===== src/design/hcd_pkg.sv =====
// Package for the HTTP chunked body decoder: phase and status codes,
// character constants and the hex digit decoder. No dependencies.
package hcd_pkg;

  typedef enum logic [1:0] {
    PH_SIZE = 2'd0,
    PH_DATA = 2'd1,
    PH_SKIP = 2'd2,
    PH_END  = 2'd3
  } phase_t;

  typedef enum logic [1:0] {
    ST_DATA = 2'd0,
    ST_DONE = 2'd1,
    ST_BAD  = 2'd2
  } status_t;

  localparam logic [7:0] CHAR_CR  = 8'h0D;
  localparam logic [7:0] CHAR_LF  = 8'h0A;
  localparam logic [7:0] CHAR_SP  = 8'h20;
  localparam logic [7:0] CHAR_TAB = 8'h09;

  localparam logic [1:0] SKIP_LEN = 2'd2;

  typedef struct packed {
    logic       valid;
    logic [3:0] value;
  } hex_t;

  function automatic hex_t hex_decode(input logic [7:0] c);
    hex_t h;
    h.valid = 1'b1;
    h.value = 4'd0;
    if (c >= 8'h30 && c <= 8'h39) begin
      h.value = c[3:0];
    end else if ((c >= 8'h41 && c <= 8'h46) || (c >= 8'h61 && c <= 8'h66)) begin
      h.value = c[3:0] + 4'd9;
    end else begin
      h.valid = 1'b0;
    end
    return h;
  endfunction

endpackage


===== src/design/http_chunked_decoder_unit.sv =====
// HTTP/1.1 chunked transfer decoder, top level.
// Depends on hcd_pkg.
//
// Usage:
//   Input channel in_*: one raw body byte per item in in_tdata, in_tlast
//   marks the last byte of the received body.
//   Result channel out_*: out_tdata carries the payload byte, out_tuser the
//   status (0 data byte, 1 terminal chunk reached, 2 malformed body). An
//   input item gives zero or one result item; unless in_tlast is set, a size
//   line gives at most a status on its LF and the two bytes after a chunk none.
//   Latency: a result is presented the cycle after its input item is taken.
//   Throughput: one byte per cycle when not stalled; the decode of a byte is one
//   pass of logic from the state registers into the result register.
//   Stall: the result register holds while out_tready is low; a new byte is
//   still taken when the result register is empty or is drained that cycle.
//   Reset: the decoder starts at a size line with no result pending. After
//   any byte with in_tlast set it returns to a size line for the next body.
module http_chunked_decoder_unit
  import hcd_pkg::*;
#(
  parameter int SIZE_BITS = 32
) (
  input  logic       clk,
  input  logic       rst_n,
  input  logic       in_tvalid,
  output logic       in_tready,
  input  logic [7:0] in_tdata,   // [7:0] in_byte
  input  logic       in_tlast,
  output logic       out_tvalid,
  input  logic       out_tready,
  output logic [7:0] out_tdata,  // [7:0] out_byte
  output logic [1:0] out_tuser   // [1:0] status
);

  phase_t               phase_r, phase_nxt;
  logic [SIZE_BITS-1:0] chunk_r, chunk_nxt;
  logic                 closed_r, closed_nxt;
  logic                 saw_r, saw_nxt;
  logic                 ovf_r, ovf_nxt;
  logic                 cr_r, cr_nxt;
  logic [1:0]           skip_r, skip_nxt;

  logic                 out_valid_r, out_valid_nxt;
  logic [7:0]           out_byte_r;
  status_t              out_status_r;

  logic                 in_fire;
  logic                 res_valid;
  status_t              res_status;
  logic [7:0]           res_byte;
  hex_t                 hex;
  logic [SIZE_BITS-1:0] chunk_dec;

  assign in_tready = !out_valid_r || out_tready;
  assign in_fire   = in_tvalid && in_tready;
  assign hex       = hex_decode(in_tdata);
  assign chunk_dec = chunk_r - {{(SIZE_BITS-1){1'b0}}, 1'b1};

  always_ff @(posedge clk) begin
    if (!rst_n) begin
      phase_r  <= PH_SIZE;
      chunk_r  <= '0;
      closed_r <= 1'b0;
      saw_r    <= 1'b0;
      ovf_r    <= 1'b0;
      cr_r     <= 1'b0;
      skip_r   <= 2'd0;
    end else begin
      phase_r  <= phase_nxt;
      chunk_r  <= chunk_nxt;
      closed_r <= closed_nxt;
      saw_r    <= saw_nxt;
      ovf_r    <= ovf_nxt;
      cr_r     <= cr_nxt;
      skip_r   <= skip_nxt;
    end
  end

  always_comb begin
    phase_nxt  = phase_r;
    chunk_nxt  = chunk_r;
    closed_nxt = closed_r;
    saw_nxt    = saw_r;
    ovf_nxt    = ovf_r;
    cr_nxt     = cr_r;
    skip_nxt   = skip_r;
    res_valid  = 1'b0;
    res_status = ST_DATA;
    res_byte   = 8'd0;
    if (in_fire) begin
      unique case (phase_r)
        PH_SIZE: begin
          if (cr_r && in_tdata == CHAR_LF) begin
            if (ovf_r) begin
              res_valid  = 1'b1;
              res_status = ST_BAD;
              phase_nxt  = PH_END;
            end else if (!saw_r || chunk_r == '0) begin
              res_valid  = 1'b1;
              res_status = ST_DONE;
              phase_nxt  = PH_END;
            end else begin
              phase_nxt = PH_DATA;
            end
            closed_nxt = 1'b0;
            saw_nxt    = 1'b0;
            ovf_nxt    = 1'b0;
            cr_nxt     = 1'b0;
          end else begin
            if (!closed_r) begin
              if (hex.valid) begin
                saw_nxt = 1'b1;
                if (!ovf_r) begin
                  if (|chunk_r[SIZE_BITS-1 -: 4]) begin
                    ovf_nxt = 1'b1;
                  end else begin
                    chunk_nxt = {chunk_r[SIZE_BITS-5:0], hex.value};
                  end
                end
              end else if (!((in_tdata == CHAR_SP || in_tdata == CHAR_TAB) && !saw_r)) begin
                closed_nxt = 1'b1;
              end
            end
            cr_nxt = (in_tdata == CHAR_CR);
          end
        end
        PH_DATA: begin
          res_valid  = 1'b1;
          res_status = ST_DATA;
          res_byte   = in_tdata;
          chunk_nxt  = chunk_dec;
          if (chunk_dec == '0) begin
            phase_nxt = PH_SKIP;
            skip_nxt  = SKIP_LEN;
          end
        end
        PH_SKIP: begin
          skip_nxt = skip_r - 2'd1;
          if (skip_r == 2'd1) begin
            phase_nxt  = PH_SIZE;
            chunk_nxt  = '0;
            closed_nxt = 1'b0;
            saw_nxt    = 1'b0;
            ovf_nxt    = 1'b0;
            cr_nxt     = 1'b0;
          end
        end
        PH_END: begin
        end
      endcase
      if (in_tlast) begin
        // early end of body reports malformed, unless this byte gave a final status or the body already ended
        if (!(phase_nxt == PH_END && !res_valid) && !(res_valid && res_status != ST_DATA)) begin
          res_valid  = 1'b1;
          res_status = ST_BAD;
          res_byte   = 8'd0;
        end
        phase_nxt  = PH_SIZE;
        chunk_nxt  = '0;
        skip_nxt   = 2'd0;
        closed_nxt = 1'b0;
        saw_nxt    = 1'b0;
        ovf_nxt    = 1'b0;
        cr_nxt     = 1'b0;
      end
    end
  end

  always_comb begin
    if (in_fire) begin
      out_valid_nxt = res_valid;
    end else if (out_tready) begin
      out_valid_nxt = 1'b0;
    end else begin
      out_valid_nxt = out_valid_r;
    end
  end

  always_ff @(posedge clk) begin
    if (!rst_n) begin
      out_valid_r <= 1'b0;
    end else begin
      out_valid_r <= out_valid_nxt;
    end
  end

  always_ff @(posedge clk) begin
    if (in_fire && res_valid) begin
      out_byte_r   <= res_byte;
      out_status_r <= res_status;
    end
  end

  assign out_tvalid = out_valid_r;
  assign out_tdata  = out_byte_r;
  assign out_tuser  = out_status_r;

`ifndef SYNTH
  a_data_nonzero: assert property (@(posedge clk) disable iff (!rst_n)
    phase_r == PH_DATA |-> chunk_r != '0)
    else $error("data phase with zero chunk count");

  a_last_resets: assert property (@(posedge clk) disable iff (!rst_n)
    in_fire && in_tlast |=> phase_r == PH_SIZE && chunk_r == '0 && !saw_r)
    else $error("state not cleared after end of body");

  a_last_reports: assert property (@(posedge clk) disable iff (!rst_n)
    in_fire && in_tlast && phase_r != PH_END |=> out_valid_r && out_status_r != ST_DATA)
    else $error("end of body gave no final status");

  a_data_from_data: assert property (@(posedge clk) disable iff (!rst_n)
    in_fire && res_valid && res_status == ST_DATA |-> phase_r == PH_DATA)
    else $error("data byte outside data phase");
`endif

endmodule


===== config.mk =====
export PLATFORM = sky130hd
export DESIGN_NAME = http_chunked_decoder_unit
export DESIGN_NICKNAME = d
export VERILOG_FILES = /design/src/design/hcd_pkg.sv /design/src/design/http_chunked_decoder_unit.sv
export SDC_FILE = /design/constraint.sdc
export NUM_CORES = 1
export LEC_CHECK = 0
export BUFFER_PORTS_ARGS = -buffer_cell sky130_fd_sc_hd__buf_2
export CAP_MARGIN = 25
export CORE_MARGIN = 2
export CORE_UTILIZATION = 55
export DETAILED_ROUTE_END_ITERATION = 6
export GPL_TIMING_DRIVEN = 0
export PLACE_DENSITY = 0.84
export RECOVER_POWER = 25
export SYNTH_ARGS = -nofsm -noshare
export SYNTH_HDL_FRONTEND = slang
export SYNTH_SLANG_ARGS = --single-unit

===== constraint.sdc =====
create_clock -name clk -period 2.9 [get_ports clk]
set_input_delay 0.29 -clock clk [delete_from_list [all_inputs] [get_ports clk]]
set_output_delay 0.29 -clock clk [all_outputs]
set_load 0.005 [all_outputs]

== Yosys cells after proc, flatten, opt, wreduce, memory -nomap -nowiden ==
Index checks and enable logic that the tools add are counted.

* Bits in registers: 51
* Latch bits: 0
* Bits in writable memories: 0
* Bits in read-only memories: 0
* Output and inout port bits: 12
* Logic and storage cells: 133
* Memories: 0

* Add/sub/neg operators: 3
* Multipliers: 0
* Div/mod/pow operators: 0
* Magnitude comparators: 6
* Equal/unequal tests: 17
* Shift-type cells: 0
* Multiplexer cells: 65
* Bitwise gates (word level): 0
* Reduce and logical (&&, ||, !) cells: 32

{| class="wikitable"
|+ Operator list
! kind !! number
|-
| $mux 32 || 7
|-
| $pmux 32 s3 || 1
|-
| $logic_not 32->1 || 2
|-
| $sub 32x1->32 const B || 1
|-
| $mux 1 || 30
|-
| $mux 2 || 15
|-
| $eq 8x4->1 const B || 3
|-
| $mux 8 || 3
|-
| $ne 3x3->1 const B || 7
|-
| $ge 8x7->1 const B || 2
|-
| $le 8x7->1 const B || 2
|-
| $logic_and 1x1->1 || 10
|-
| $pmux 1 s2 || 5
|-
| $eq 8x6->1 const B || 1
|-
| $ge 8x6->1 const B || 1
|-
| $le 8x6->1 const B || 1
|-
| $mux 4 || 2
|-
| $ne 4x4->1 const B || 2
|-
| $reduce_and 8->1 || 1
|-
| $pmux 2 s3 || 1
|-
| $reduce_and 3->1 || 2
|-
| $reduce_bool 3->1 || 2
|-
| $logic_not 1->1 || 5
|-
| $reduce_and 5->1 || 1
|-
| 10 further kinds || 16
|}

== Longest topological paths before layout ==
* Depth in word-level cells: 15
* Depth in mapped cells: 12
* Mapped depth without buffers: 10

== Worst setup path after synthesis ==
No wires, ideal clock.

* Kind: register to register
* Start point: reg chunk_r[0]
* End point: reg out_byte_r[0] (netlist: out_tdata[0]) (enable)
* Arrival time: 2.418 ns
* Required time: 2.524 ns
* Slack: 0.106 ns
* Cell stages (with the launch flop): 11
* Path buffers: 1
* Clock period less this slack: 2.794 ns
* Path through: dfxtp_1 inv_1 ha_1 nor3b_1 and4_1 clkbuf_1 nand4_1 o21ai_0 o21ai_0 o21a_1 nor2_1

* Longest elaborated chain between the ends: 15
* Elaborated cells between the ends (all ways): 32
* Those cells by class: add/sub (1); eq/ne (1); mux (19); reduce/logical (11)

{| class="wikitable"
|+ RTL lines
! element !! RTL line !! RTL
|-
| from (decl) || http_chunked_decoder_unit.sv:36 || <nowiki>logic [SIZE_BITS-1:0] chunk_r, chunk_nxt;</nowiki>
|-
| from (signal assigned) || http_chunked_decoder_unit.sv:70 || <nowiki>chunk_r <= chunk_nxt;</nowiki>
|-
| parallel branches: the longest is 12 deep, another holds $sub 32x1->32 || n/a ||
|-
| $mux 1 (*) || http_chunked_decoder_unit.sv:151 || <nowiki>if (in_tlast) begin</nowiki>
|-
| $mux 1 (*) || http_chunked_decoder_unit.sv:90 || <nowiki>if (in_fire) begin</nowiki>
|-
| $logic_and 1x1->1 (*) || http_chunked_decoder_unit.sv:188 || <nowiki>if (in_fire && res_valid) begin</nowiki>
|-
| to (signal assigned) || http_chunked_decoder_unit.sv:189 || <nowiki>out_byte_r <= res_byte;</nowiki>
|-
| to (decl) || http_chunked_decoder_unit.sv:44 || <nowiki>logic [7:0] out_byte_r;</nowiki>
|}

Every way passes the cells marked *. The select of a mux whose other input is x is not followed.
A chain may end at the register's enable or synchronous reset.

== Final worst setup path ==
* Start point: reg chunk_r[19]
* End point: reg skip_r[1]

* Longest elaborated chain between the ends: 4

{| class="wikitable"
|+ RTL lines
! element !! RTL line !! RTL
|-
| $sub 32x1->32 || http_chunked_decoder_unit.sv:57 || <nowiki>assign chunk_dec = chunk_r - {{(SIZE_BITS-1){1'b0}}, 1'b1};</nowiki>
|-
| $logic_not 32->1 || http_chunked_decoder_unit.sv:132 || <nowiki>if (chunk_dec == '0) begin</nowiki>
|-
| $ne 3x3->1 (no source line) || n/a ||
|-
| $reduce_and 3->1 (no source line) || n/a ||
|-
| to (signal assigned) || http_chunked_decoder_unit.sv:75 || <nowiki>skip_r <= skip_nxt;</nowiki>
|-
| to (decl) || http_chunked_decoder_unit.sv:41 || <nowiki>logic [1:0] skip_r, skip_nxt;</nowiki>
|}

No other way between the ends.

==> results.py <==
metrics = {
    "worst_hold_path": {
        "hp-class": "primary input to flip-flop",
        "hold_path_depth": 3,
        "min_from": "in_tvalid",
    },
    "synth": {
        "synthDistinctLibCells": 72,
        "yosysMostFrequentCell": "nor2_1",
        "ys_top_cells_by_count": "nor2_1, dfxtp_1, a21oi_1, clkbuf_1, nor3_1",
        "synth.top_cell.area_share_pct": 22.5,
        "async_flop_share_pct": 0,
        "synthCells": 448,
        "syn-cell-area_mm2": 0.00364,
        "ys_seq_area_share_pct": 30.8,
        "synth-seq-cells": 51,
        "synth_edf_count": 10,
        "synth_nets": 472,
        "synth_largest_area_cell": "dfxtp_1",
        "ys_warn_count": 0,
        "avgSynthCellArea_um2": 8.13,
        "synthFlopType": "dfxtp_1",
        "synth_area_leaders": "dfxtp_1, edfxtp_1, nor2_1",
    },
    "grt": {
        "grt_overflow": 0,
        "grt_pass1_wl_um": 16900,
        "grt_util_all_layers_pct": 28.7,
        "grt_max_degree": 17,
        "grt_pass1_vias": 3574,
        "grt_antenna_before_repair": 0,
    },
    "floorplanning": {
        "core-area_mm2": 0.00639,
        "ios": 25,
        "start_util_pct": 57.0,
        "fp-row-count": 29,
        "die_area_mm2": 0.00729,
        "die_x_um": 85.4,
        "die_h_um": 85.4,
    },
    "timing": {
        "max_freq_mhz": 352,
        "hold_viol": 0,
        "clock_skew_ns": 0.0118,
        "worstMarginPinSlew_ns": 0.707,
        "slew_viol_final": 0,
        "period_share_pct": 97.9,
        "setup_viol": 0,
        "period_needed_ns": 2.84,
        "rsz0062_at_grt": "false",
        "finalSetupTns_ns": 0,
        "slew_headroom_pct": 52.9,
    },
    "routing": {
        "first_pass_iters": 7,
        "drt_wl_total_um": 10300,
        "vias": 3774,
        "drtIter0Drc": 484,
        "drc": 2,
        "drt-vias-per-instance": 6.80,
        "post_drt_wl_per_cell_um": 18.5,
        "ant_nets": 0,
    },
    "worst_setup_path": {
        "cp.required_ns": 3.10,
        "worstPathMaxFanout": 7,
        "r2r-start": "chunk_r[19]$_SDFFE_PN0P_",
        "crit_path_start": "chunk_r[19]$_SDFFE_PN0P_",
        "cp-start-kind": "flip-flop",
        "r2r_cells": 8,
        "critPathSlowestCell": "or4_4",
        "critPathKind": "flip-flop to flip-flop",
        "end_kind": "flip-flop",
        "crit_chain": "or4_4, or4b_4, or3_4, mux2i_2, nor4_2, a21oi_2, o211ai_1, o41ai_2",
        "arrival_ns": 3.04,
        "slowest_delay_ns": 0.57,
    },
    "cts": {
        "root_buffer": "clkbuf_8",
        "clock_latency_ns": 0.32,
        "h-tree-depth": 2,
        "clockBufferDepth": 2,
        "cts_sinks": 51,
        "cts_tree": "yes",
        "clk_pin_slew_worst_paths_ns": 0.10,
        "cts_inserted_buffers": 5,
    },
    "power_and_ir_drop": {
        "seqPwrFrac_pct": 51.6,
        "p_int_mw": 1.05,
        "peakVddDrop_mv": 0.286,
        "power.share.clock_pct": 35.4,
        "p_per_area_mw_per_mm2": 351,
        "power.total_mw": 1.43,
        "switching_share_pct": 26.5,
        "leakage_nw": 1.57,
        "power.switching_mw": 0.378,
        "pwr-share-comb_pct": 12.9,
    },
    "layout": {
        "nets": 501,
        "areaGrowthSynthToFinish_pct": 11.7,
        "layout-drive-gt1-share_pct": 16.3,
        "fin_cells": 555,
        "diodes": 0,
    },
    "run": {
        "cap_viol_max_count": 0,
    },
    "outcome": {
        "violations": "design-rule violations",
        "status": "finished, violations left",
    },
    "placed_design": {
        "routabilityCongestion": 0.942,
        "numPortBuffers": 23,
        "dp.cells": 548,
        "dpl.hpwl_um": 7260,
    },
}
[critical path, delay by kind of cell (launching register included)]
family,cells,cell delay (ns)
AOI/OAI and AO/OA,3,0.48
and+or+nand+nor,4,1.68
DFF,1,0.40
muxes,1,0.18
[routing by layer]
layer | global-route usage [%] | part of all wire (%)
met4 | 11.1 | 2.2
met1 | 36.2 | 41
met2 | 48.3 | 48
met5 | 0 | 0
met3 | 5.54 | 8.6
[sequential cells by signal, summed over array words and instances (netlist names)]
signal,count
out_tvalid,1
ovf_r,1
out_tdata,8
saw_r,1
out_tuser,2
cr_r,1
skip_r,2
chunk_r,32
phase_r,2
closed_r,1
[layout by cell type, fill, tap and decap left out, types with 5 or more instances in the layout]
cell and instances:
nor2_1 60, dfxtp_1 41, a21oi_1 27, buf_2 27, nand2_1 23, nor3_1 22
clkbuf_1 19, inv_1 19, a222oi_1 17, and2_1 11, xnor2_1 10, ha_1 10
edfxtp_1 10, o21ai_0 9, o21ai_1 9, xor2_1 8, nand2b_1 7, nand3_1 7
or3_1 7, nor4_1 6, nor2b_1 6, nand4_1 6, nor4_4 5, a31oi_1 5
clkbuf_2 5, and3_1 5, clkbuf_8 5
[stage by stage]
stage	cell area (um^2)	worst slack, ns	hold WS [ns]	utilization (%)
final	4070	0.0618	0.246	63.7
after global routing	4070	0.00267	0.259	63.7
after CTS	4010	0.0143	0.233	62.7
after detailed placement	3850	-0.570	0.494	60.3
after global placement	3850	-0.462	0.486	60.3
after floorplan	3640	0.106	0.421	-
[power by group through the flow]
stage | Clock [mW] | Sequential [mW] | Combinational [mW]
global route | 0.541 | 0.739 | 0.202
global placement | 0 | 0.753 | 0.169
detailed placement | 0 | 0.754 | 0.173
CTS | 0.514 | 0.737 | 0.176
finish | 0.506 | 0.738 | 0.185
floorplan | 0 | 0.754 | 0.115
[cell type report]
cell class                 instances  area [um^2]
tap                               77         96.3
inverter                          19         71.3
clock inverter                     2         37.5
multi-input combinational        346         2410
timing repair buffer              27          143
clock buffer                       6         72.6
buffer                            27          115
fill                             566         2320
sequential                        51         1120
[worst paths after layout]
path / slack (ns) / endpoint
worst min-delay path: 0.25 / out_tvalid$_SDFFE_PN0P_
worst max-delay path: 0.06 / skip_r[1]$_SDFFE_PN0P_
worst max register to register: 0.06 / skip_r[1]$_SDFFE_PN0P_
worst min register to register: 0.52 / cr_r$_SDFFE_PN0P_
[repair_timing]
item,in CTS,in global routing
setup buffers,1,3
hold buffers,0,0
endpoints found under the hold margin,0,0
setup endpoints to repair,46,55
gates resized for setup,12,15
pin swaps,1,7
[cells by family after synthesis]
| group | Yosys count | share of synthesized area, % |
|---|---|---|
| and+or+nand+nor | 198 | 30.5 |
| AOI/OAI and AO/OA | 116 | 24.2 |
| buffers and inverters | 51 | 5.46 |
| DFF | 51 | 30.8 |
| xor gates and xnor gates | 18 | 4.33 |
| adders and majority gates | 11 | 3.78 |
| muxes | 3 | 0.927 |
Power figures use the tool's default switching activity.
